## config.mk

```make
export PLATFORM = sky130hd
export DESIGN_NAME = lzw_front
export DESIGN_NICKNAME = d
export VERILOG_FILES = /design/src/rtl/core/lzw_pkg.sv /design/src/rtl/core/lzw_front.sv
export SDC_FILE = /design/constraint.sdc
export NUM_CORES = 1
export LEC_CHECK = 0
export BUFFER_PORTS_ARGS = -buffer_cell sky130_fd_sc_hd__buf_2
export CAP_MARGIN = 20
export CORE_AREA = 3 3 62 64
export DETAILED_ROUTE_END_ITERATION = 16
export DIE_AREA = 0 0 65 67
export PLACE_DENSITY = 0.58
export RECOVER_POWER = 100
export SETUP_SLACK_MARGIN = 0.3
export SLEW_MARGIN = 25
export SYNTH_ARGS = -nofsm -noshare
export SYNTH_HDL_FRONTEND = slang
export SYNTH_SLANG_ARGS = --single-unit
```

## constraint.sdc

```tcl
create_clock -name clk -period 2.4 [get_ports clk]
set_input_delay 0.12 -clock clk [delete_from_list [all_inputs] [get_ports clk]]
set_output_delay 0.12 -clock clk [all_outputs]
set_load 0.01 [all_outputs]
```

## src/rtl/core/lzw_pkg.sv

```systemverilog
// ----------------------------------------------------------------------------
// LZW compressor package
// Shared constants and the item type passed from the front to the back.
// ----------------------------------------------------------------------------
package lzw_pkg;

    localparam int MAX_WIDTH_DEF  = 12;
    localparam int DICT_SIZE_DEF  = 4096;
    localparam int HASH_SLOTS_DEF = 8192;

    localparam int CLEAR_CODE = 256;
    localparam int FIRST_CODE = 257;
    localparam int MIN_WIDTH  = 9;

    localparam logic [31:0] HASH_MULT = 32'd2654435761;

    localparam int Q_DEPTH = 2;

    typedef struct packed {
        logic [7:0] data;
        logic       last;
        logic       first;
    } item_t;

endpackage

```

## src/rtl/core/lzw_front.sv

```systemverilog
// ----------------------------------------------------------------------------
// LZW front end
// Accepts input beats, marks the first byte of each stream and queues them.
// ----------------------------------------------------------------------------
module lzw_front (
    input  logic           clk,
    input  logic           rst_n,
    input  logic           in_valid,
    output logic           in_stall,
    input  logic [7:0]     in_byte,
    input  logic           in_last,
    input  logic           hold,
    output logic           q_valid,
    output lzw_pkg::item_t q_item,
    input  logic           q_pop
);

    import lzw_pkg::*;

    localparam int PTR_W = $clog2(Q_DEPTH);
    localparam int CNT_W = $clog2(Q_DEPTH + 1);

    item_t             mem_reg [Q_DEPTH];
    logic [PTR_W-1:0]  wptr_reg, wptr_next;
    logic [PTR_W-1:0]  rptr_reg, rptr_next;
    logic [CNT_W-1:0]  cnt_reg, cnt_next;
    logic              first_reg, first_next;
    logic              push;
    logic              pop;
    item_t             new_item;

    assign in_stall = (cnt_reg == CNT_W'(Q_DEPTH)) || hold;
    assign push     = in_valid && !in_stall;
    assign q_valid  = (cnt_reg != '0);
    assign pop      = q_pop && q_valid;
    assign q_item   = mem_reg[rptr_reg];

    always_comb
    begin
        new_item.data  = in_byte;
        new_item.last  = in_last;
        new_item.first = first_reg;
        wptr_next      = wptr_reg;
        rptr_next      = rptr_reg;
        cnt_next       = cnt_reg;
        first_next     = first_reg;
        if (push)
        begin
            wptr_next  = (wptr_reg == PTR_W'(Q_DEPTH - 1)) ? '0 : wptr_reg + 1'b1;
            first_next = in_last;
        end
        if (pop)
        begin
            rptr_next = (rptr_reg == PTR_W'(Q_DEPTH - 1)) ? '0 : rptr_reg + 1'b1;
        end
        if (push && !pop)
        begin
            cnt_next = cnt_reg + 1'b1;
        end
        else if (pop && !push)
        begin
            cnt_next = cnt_reg - 1'b1;
        end
    end

    always_ff @(posedge clk or negedge rst_n)
    begin
        if (!rst_n)
        begin
            wptr_reg  <= '0;
            rptr_reg  <= '0;
            cnt_reg   <= '0;
            first_reg <= 1'b1;
        end
        else
        begin
            wptr_reg  <= wptr_next;
            rptr_reg  <= rptr_next;
            cnt_reg   <= cnt_next;
            first_reg <= first_next;
        end
    end

    always_ff @(posedge clk)
    begin
        if (push)
        begin
            mem_reg[wptr_reg] <= new_item;
        end
    end

endmodule

```

After elaboration in Yosys (flattened, before gate mapping)
Memory sizes are Yosys's and may differ from the RTL's.
Cells that the tools add are included.
- memories: 1
- output and inout bits: 12
- bits in writable memories: 20
- input bits: 14
- bits in registers: 5
- $add $sub $neg: 4
- reduce and logical (&&, ||, !) cells: 10
- multiplexer cells: 6
- eq/ne operators: 1
- memory list (name ; depth ; bits a word ; read ports ; clocked after Yosys merged registers in ; write ports ; RTL line ; RTL):
    mem_reg ; 2 ; 10 ; 1 ; 0 ; 1 ; lzw_front.sv:23 ; item_t mem_reg [Q_DEPTH];
- operators with widths (cell ; number):
    logical AND 1 bit ; 4
    two-way mux 1 bit ; 4
    two-way mux 2 bit ; 2
    nonzero test 2 bit ; 2
    logical NOT 1 bit ; 3
    adder 1 bit (second input constant) ; 2
    adder 2 x 1 -> 2 bit (second input constant) ; 1
    equality test 2 bit (second input constant) ; 1
    subtractor 2 x 1 -> 2 bit (second input constant) ; 1
    logical OR 1 bit ; 1

Logic depth before layout (Yosys ltp)
- depth after elaboration: 8
- mapped depth: 7
- gate-level depth less buffers: 6

Least setup slack after synthesis
No wires, ideal clock.
- path type: register -> register
- from: register cnt_reg[0]
- to: memory mem_reg[0][0] (netlist bit), enable pin
- data arrival time: 1.276 ns
- stages on the path, launching flop included: 5
- buffers on the path: 1
- setup slack: 0.746 ns
- data required time: 2.023 ns
- cell sequence: dfrtp_1 -> nand2b_1 -> and3b_1 -> buf_6 -> nor2b_1
- word-level cells in the longest chain between the ends: 6
- RTL lines (element ; RTL line ; RTL):
    start: declaration ; lzw_front.sv:26 ; logic [CNT_W-1:0] cnt_reg, cnt_next;
    start signal: assignment ; lzw_front.sv:79 ; cnt_reg <= cnt_next;
    equality test 2 bit ; lzw_front.sv:32 ; assign in_stall = (cnt_reg == CNT_W'(Q_DEPTH)) || hold;
    logical OR 1 bit ; lzw_front.sv:32 ;
    logical NOT 1 bit ; lzw_front.sv:33 ; assign push = in_valid && !in_stall;
    logical AND 1 bit ; lzw_front.sv:33 ;
    named net push ; lzw_front.sv:28 ; logic push;
    two-way mux 1 bit ; lzw_front.sv:86 ; if (push)
    two-way mux 1 bit (not written as such) ; lzw_front.sv:88 ; mem_reg[wptr_reg] <= new_item;
    end: declaration ; lzw_front.sv:23 ;
The timed path passes the listed nets, and every way through them passes these cells.

Final worst setup path
- from: register cnt_reg[0]
- to: memory mem_reg[0][9] (netlist bit), enable pin
- word-level cells in the longest chain between the ends: 6
- RTL lines (element ; RTL line):
    equality test 2 bit ; lzw_front.sv:32
    logical OR 1 bit ; lzw_front.sv:32
    logical NOT 1 bit ; lzw_front.sv:33
    logical AND 1 bit ; lzw_front.sv:33
    two-way mux 1 bit ; lzw_front.sv:86
    two-way mux 1 bit (not written as such) ; lzw_front.sv:88
Every way passes these cells.

==> summary.txt <==
status = finished, final reports clean
initial DRC count = 10
Final Max Tran Viols = 0
Post-Syn Instances = 52
CTS Buffer Depth = 2
CP max FO = 10
syn_nets = 67
Seq/Total Area, Yosys = 74.5%
pwr/cell area = 939 nW/µm²
Slew HR = 55.6%
number of hold buffers added after cts = 8
Antenna Nets Post-Route = 0
crit path launch = cnt_reg[0]
initial antenna violation count = 0
Synth area leaders = edfxtp_1 62%, mux2_2 12%, dfrtp_1 10%
setup TNS = 0 ns
Hold Path Class = in2reg
Clock transition at path regs = 0.13 ns
most frequent cells in the layout = 23 x clkbuf_1, 20 x edfxtp_1, 10 x mux2_2, 9 x dlygate4sd3_1
Starting Density = 29.2%
GRT overflow = 0
crit start category = register
share of cells above drive strength 1 = 20.2%
clk_lat worst skew = 0.30 ns
I/O Buffers = 25
I/O Pins = 26
Chip Height = 67 µm
Crit. End Element = register
Netlist cell types = 18
Avg Vias per Cell = 3.95
critical-path cell list = nand2b_1 > and3b_1 > nor2b_1 > clkbuf_1
Routed Wire Length = 1580 µm
setup violators final = 0
P_leak = 0.431 nW
post-synth top area share = 61.5%
ant diodes = 0
hold path startpoint = in_last
gr usage total = 7.90%
Post-synth EDFFs = 20
most common flop cell mapped by yosys = edfxtp_1
gpl congestion = 0.672
WL per Instance = 11.7 µm
DP HPWL = 1150 µm
RSZ-0062 raised after global routing = no
fillcell total = 338
Fin. Hold Viols = 0
Synth Warn # = 0
Max VDD drop = 420 µV
f_max = 0.557 GHz
nets@finish = 105
Final Cycle Share = 74.7%
flops & latches, synth = 25
post-synthesis cell area = 976 µm²
vias in the first global route = 564
first-pass detailed-route iteration total = 2
final hold slack = 0.0730 ns
CP max-delay cell = clkbuf_1
die footprint = 4360 µm²
Crit Path Class = reg2reg
Critical Path RT = 2.36 ns
postcts setup bufs = 0
R2R Path Start = cnt_reg[0]
clk sink count = 25
fin crit period = 1.79 ns
fin cells = 135
Arr. time, crit path = 1.75 ns
CP max stage delay = 0.46 ns
post_cts resized = 0
residual DRC count = 0
H-tree depth = 1
max FFs per register = 20
die width = 65 µm
worst slew pin tran = 0.666 ns
row cnt = 21
pin count of the biggest net entering global routing = 14
post-synthesis async set-or-reset flop share = 20.0%
clock skew = 0.00460 ns
Synth-to-Final Area Change = 26.3%
largest area contributor in the synthesized netlist = edfxtp_1
Core Region = 3340 µm²
Mapped Avg Cell Area = 18.8 µm²
commonest non-fill, non-tap cell in the layout = clkbuf_1
max-cap violations = 0
routed via count = 533
CTS tree = built
Root Driver = clkbuf_4
placed cell count = 122
number of CTS-inserted buffers = 3
first-pass GRT wire length = 2560 µm
==> final timing paths <==
check                                endpoint  cells past startpoint  slack (ns)
worst max-delay path            mem_reg[0][9]                      4        0.61
worst min-delay path            mem_reg[1][1]                      1        0.07
worst max register to register  mem_reg[0][9]                      4        0.61
worst min register to register     cnt_reg[1]                      1        0.50
max in group asynchronous           first_reg                      2        1.94
min in group asynchronous          cnt_reg[0]                      2        0.18
==> metal layers <==
metal | global-route usage [%] | wire (µm) | vias to the layer above
li1 | - | - | 264
met1 | 9.84 | 762 | 250
met2 | 13.4 | 730 | 19
met3 | 2.02 | 85 | 0
met4 | 2.37 | 0 | 0
met5 | 0 | 0 | -
==> final cells by class <==
type / count / area [µm²] / area share [%]
repair buffers: 35 / 193 / 15.6
clock buffers: 4 / 26.3 / 2.13
flip-flops and latches: 25 / 727 / 59.0
well taps: 46 / 57.6 / 4.67
multi-input cells: 25 / 229 / 18.6
==> power breakdown <==
| group | internal [W] | total (W) | switching [W] | leakage [nW] |
|---|---|---|---|---|
| clock | 0.0000648 | 0.000179 | 0.000114 | 0.0150 |
| sequential | 0.000570 | 0.000647 | 0.0000767 | 0.239 |
| combinational | 0.000176 | 0.000332 | 0.000155 | 0.176 |
| total | 0.000811 | 0.00116 | 0.000346 | 0.431 |
==> per-stage QoR <==
| stage | util (%) | setup WS, ns | area (µm²) | total power (W) |
|---|---|---|---|---|
| final | 36.9 | 0.606 | 1230 | 0.00116 |
| after detailed placement | 34.5 | 0.771 | 1150 | 0.00102 |
| after CTS | 37.6 | 0.747 | 1260 | 0.00121 |
| after global routing | 36.9 | 0.420 | 1230 | 0.00123 |
| after floorplan | - | 0.746 | 976 | 0.000896 |
| after global placement | 34.5 | 0.852 | 1150 | 0.00101 |
==> cell usage after synthesis, types with 2 or more instances <==
| master | number |
|---|---|
| dfrtp_1 | 4 |
| edfxtp_1 | 20 |
| mux2_2 | 10 |
| xnor2_1 | 2 |
| xor2_1 | 3 |
==> critical path, delay by kind of cell (launching register included) <==
family                 cells  cell delay [ns]
buffers and inverters      1             0.46
flip-flops                 1             0.42
AND/OR/NAND/NOR            3             0.56
==> logic make-up (layout without fill, tap and decap cells) <==
| logic type | count (synthesis) | in the layout | share of synthesized area [%] |
|---|---|---|---|
| flops | 25 | 25 | 74.5 |
| mux | 11 | 11 | 13.1 |
| simple gates | 8 | 8 | 5.00 |
| xor+xnor | 5 | 5 | 4.49 |
| buf+inv | 2 | 39 | 1.67 |
| fa+ha+maj | 1 | 1 | 1.28 |
(Power assumes the default switching activity.)
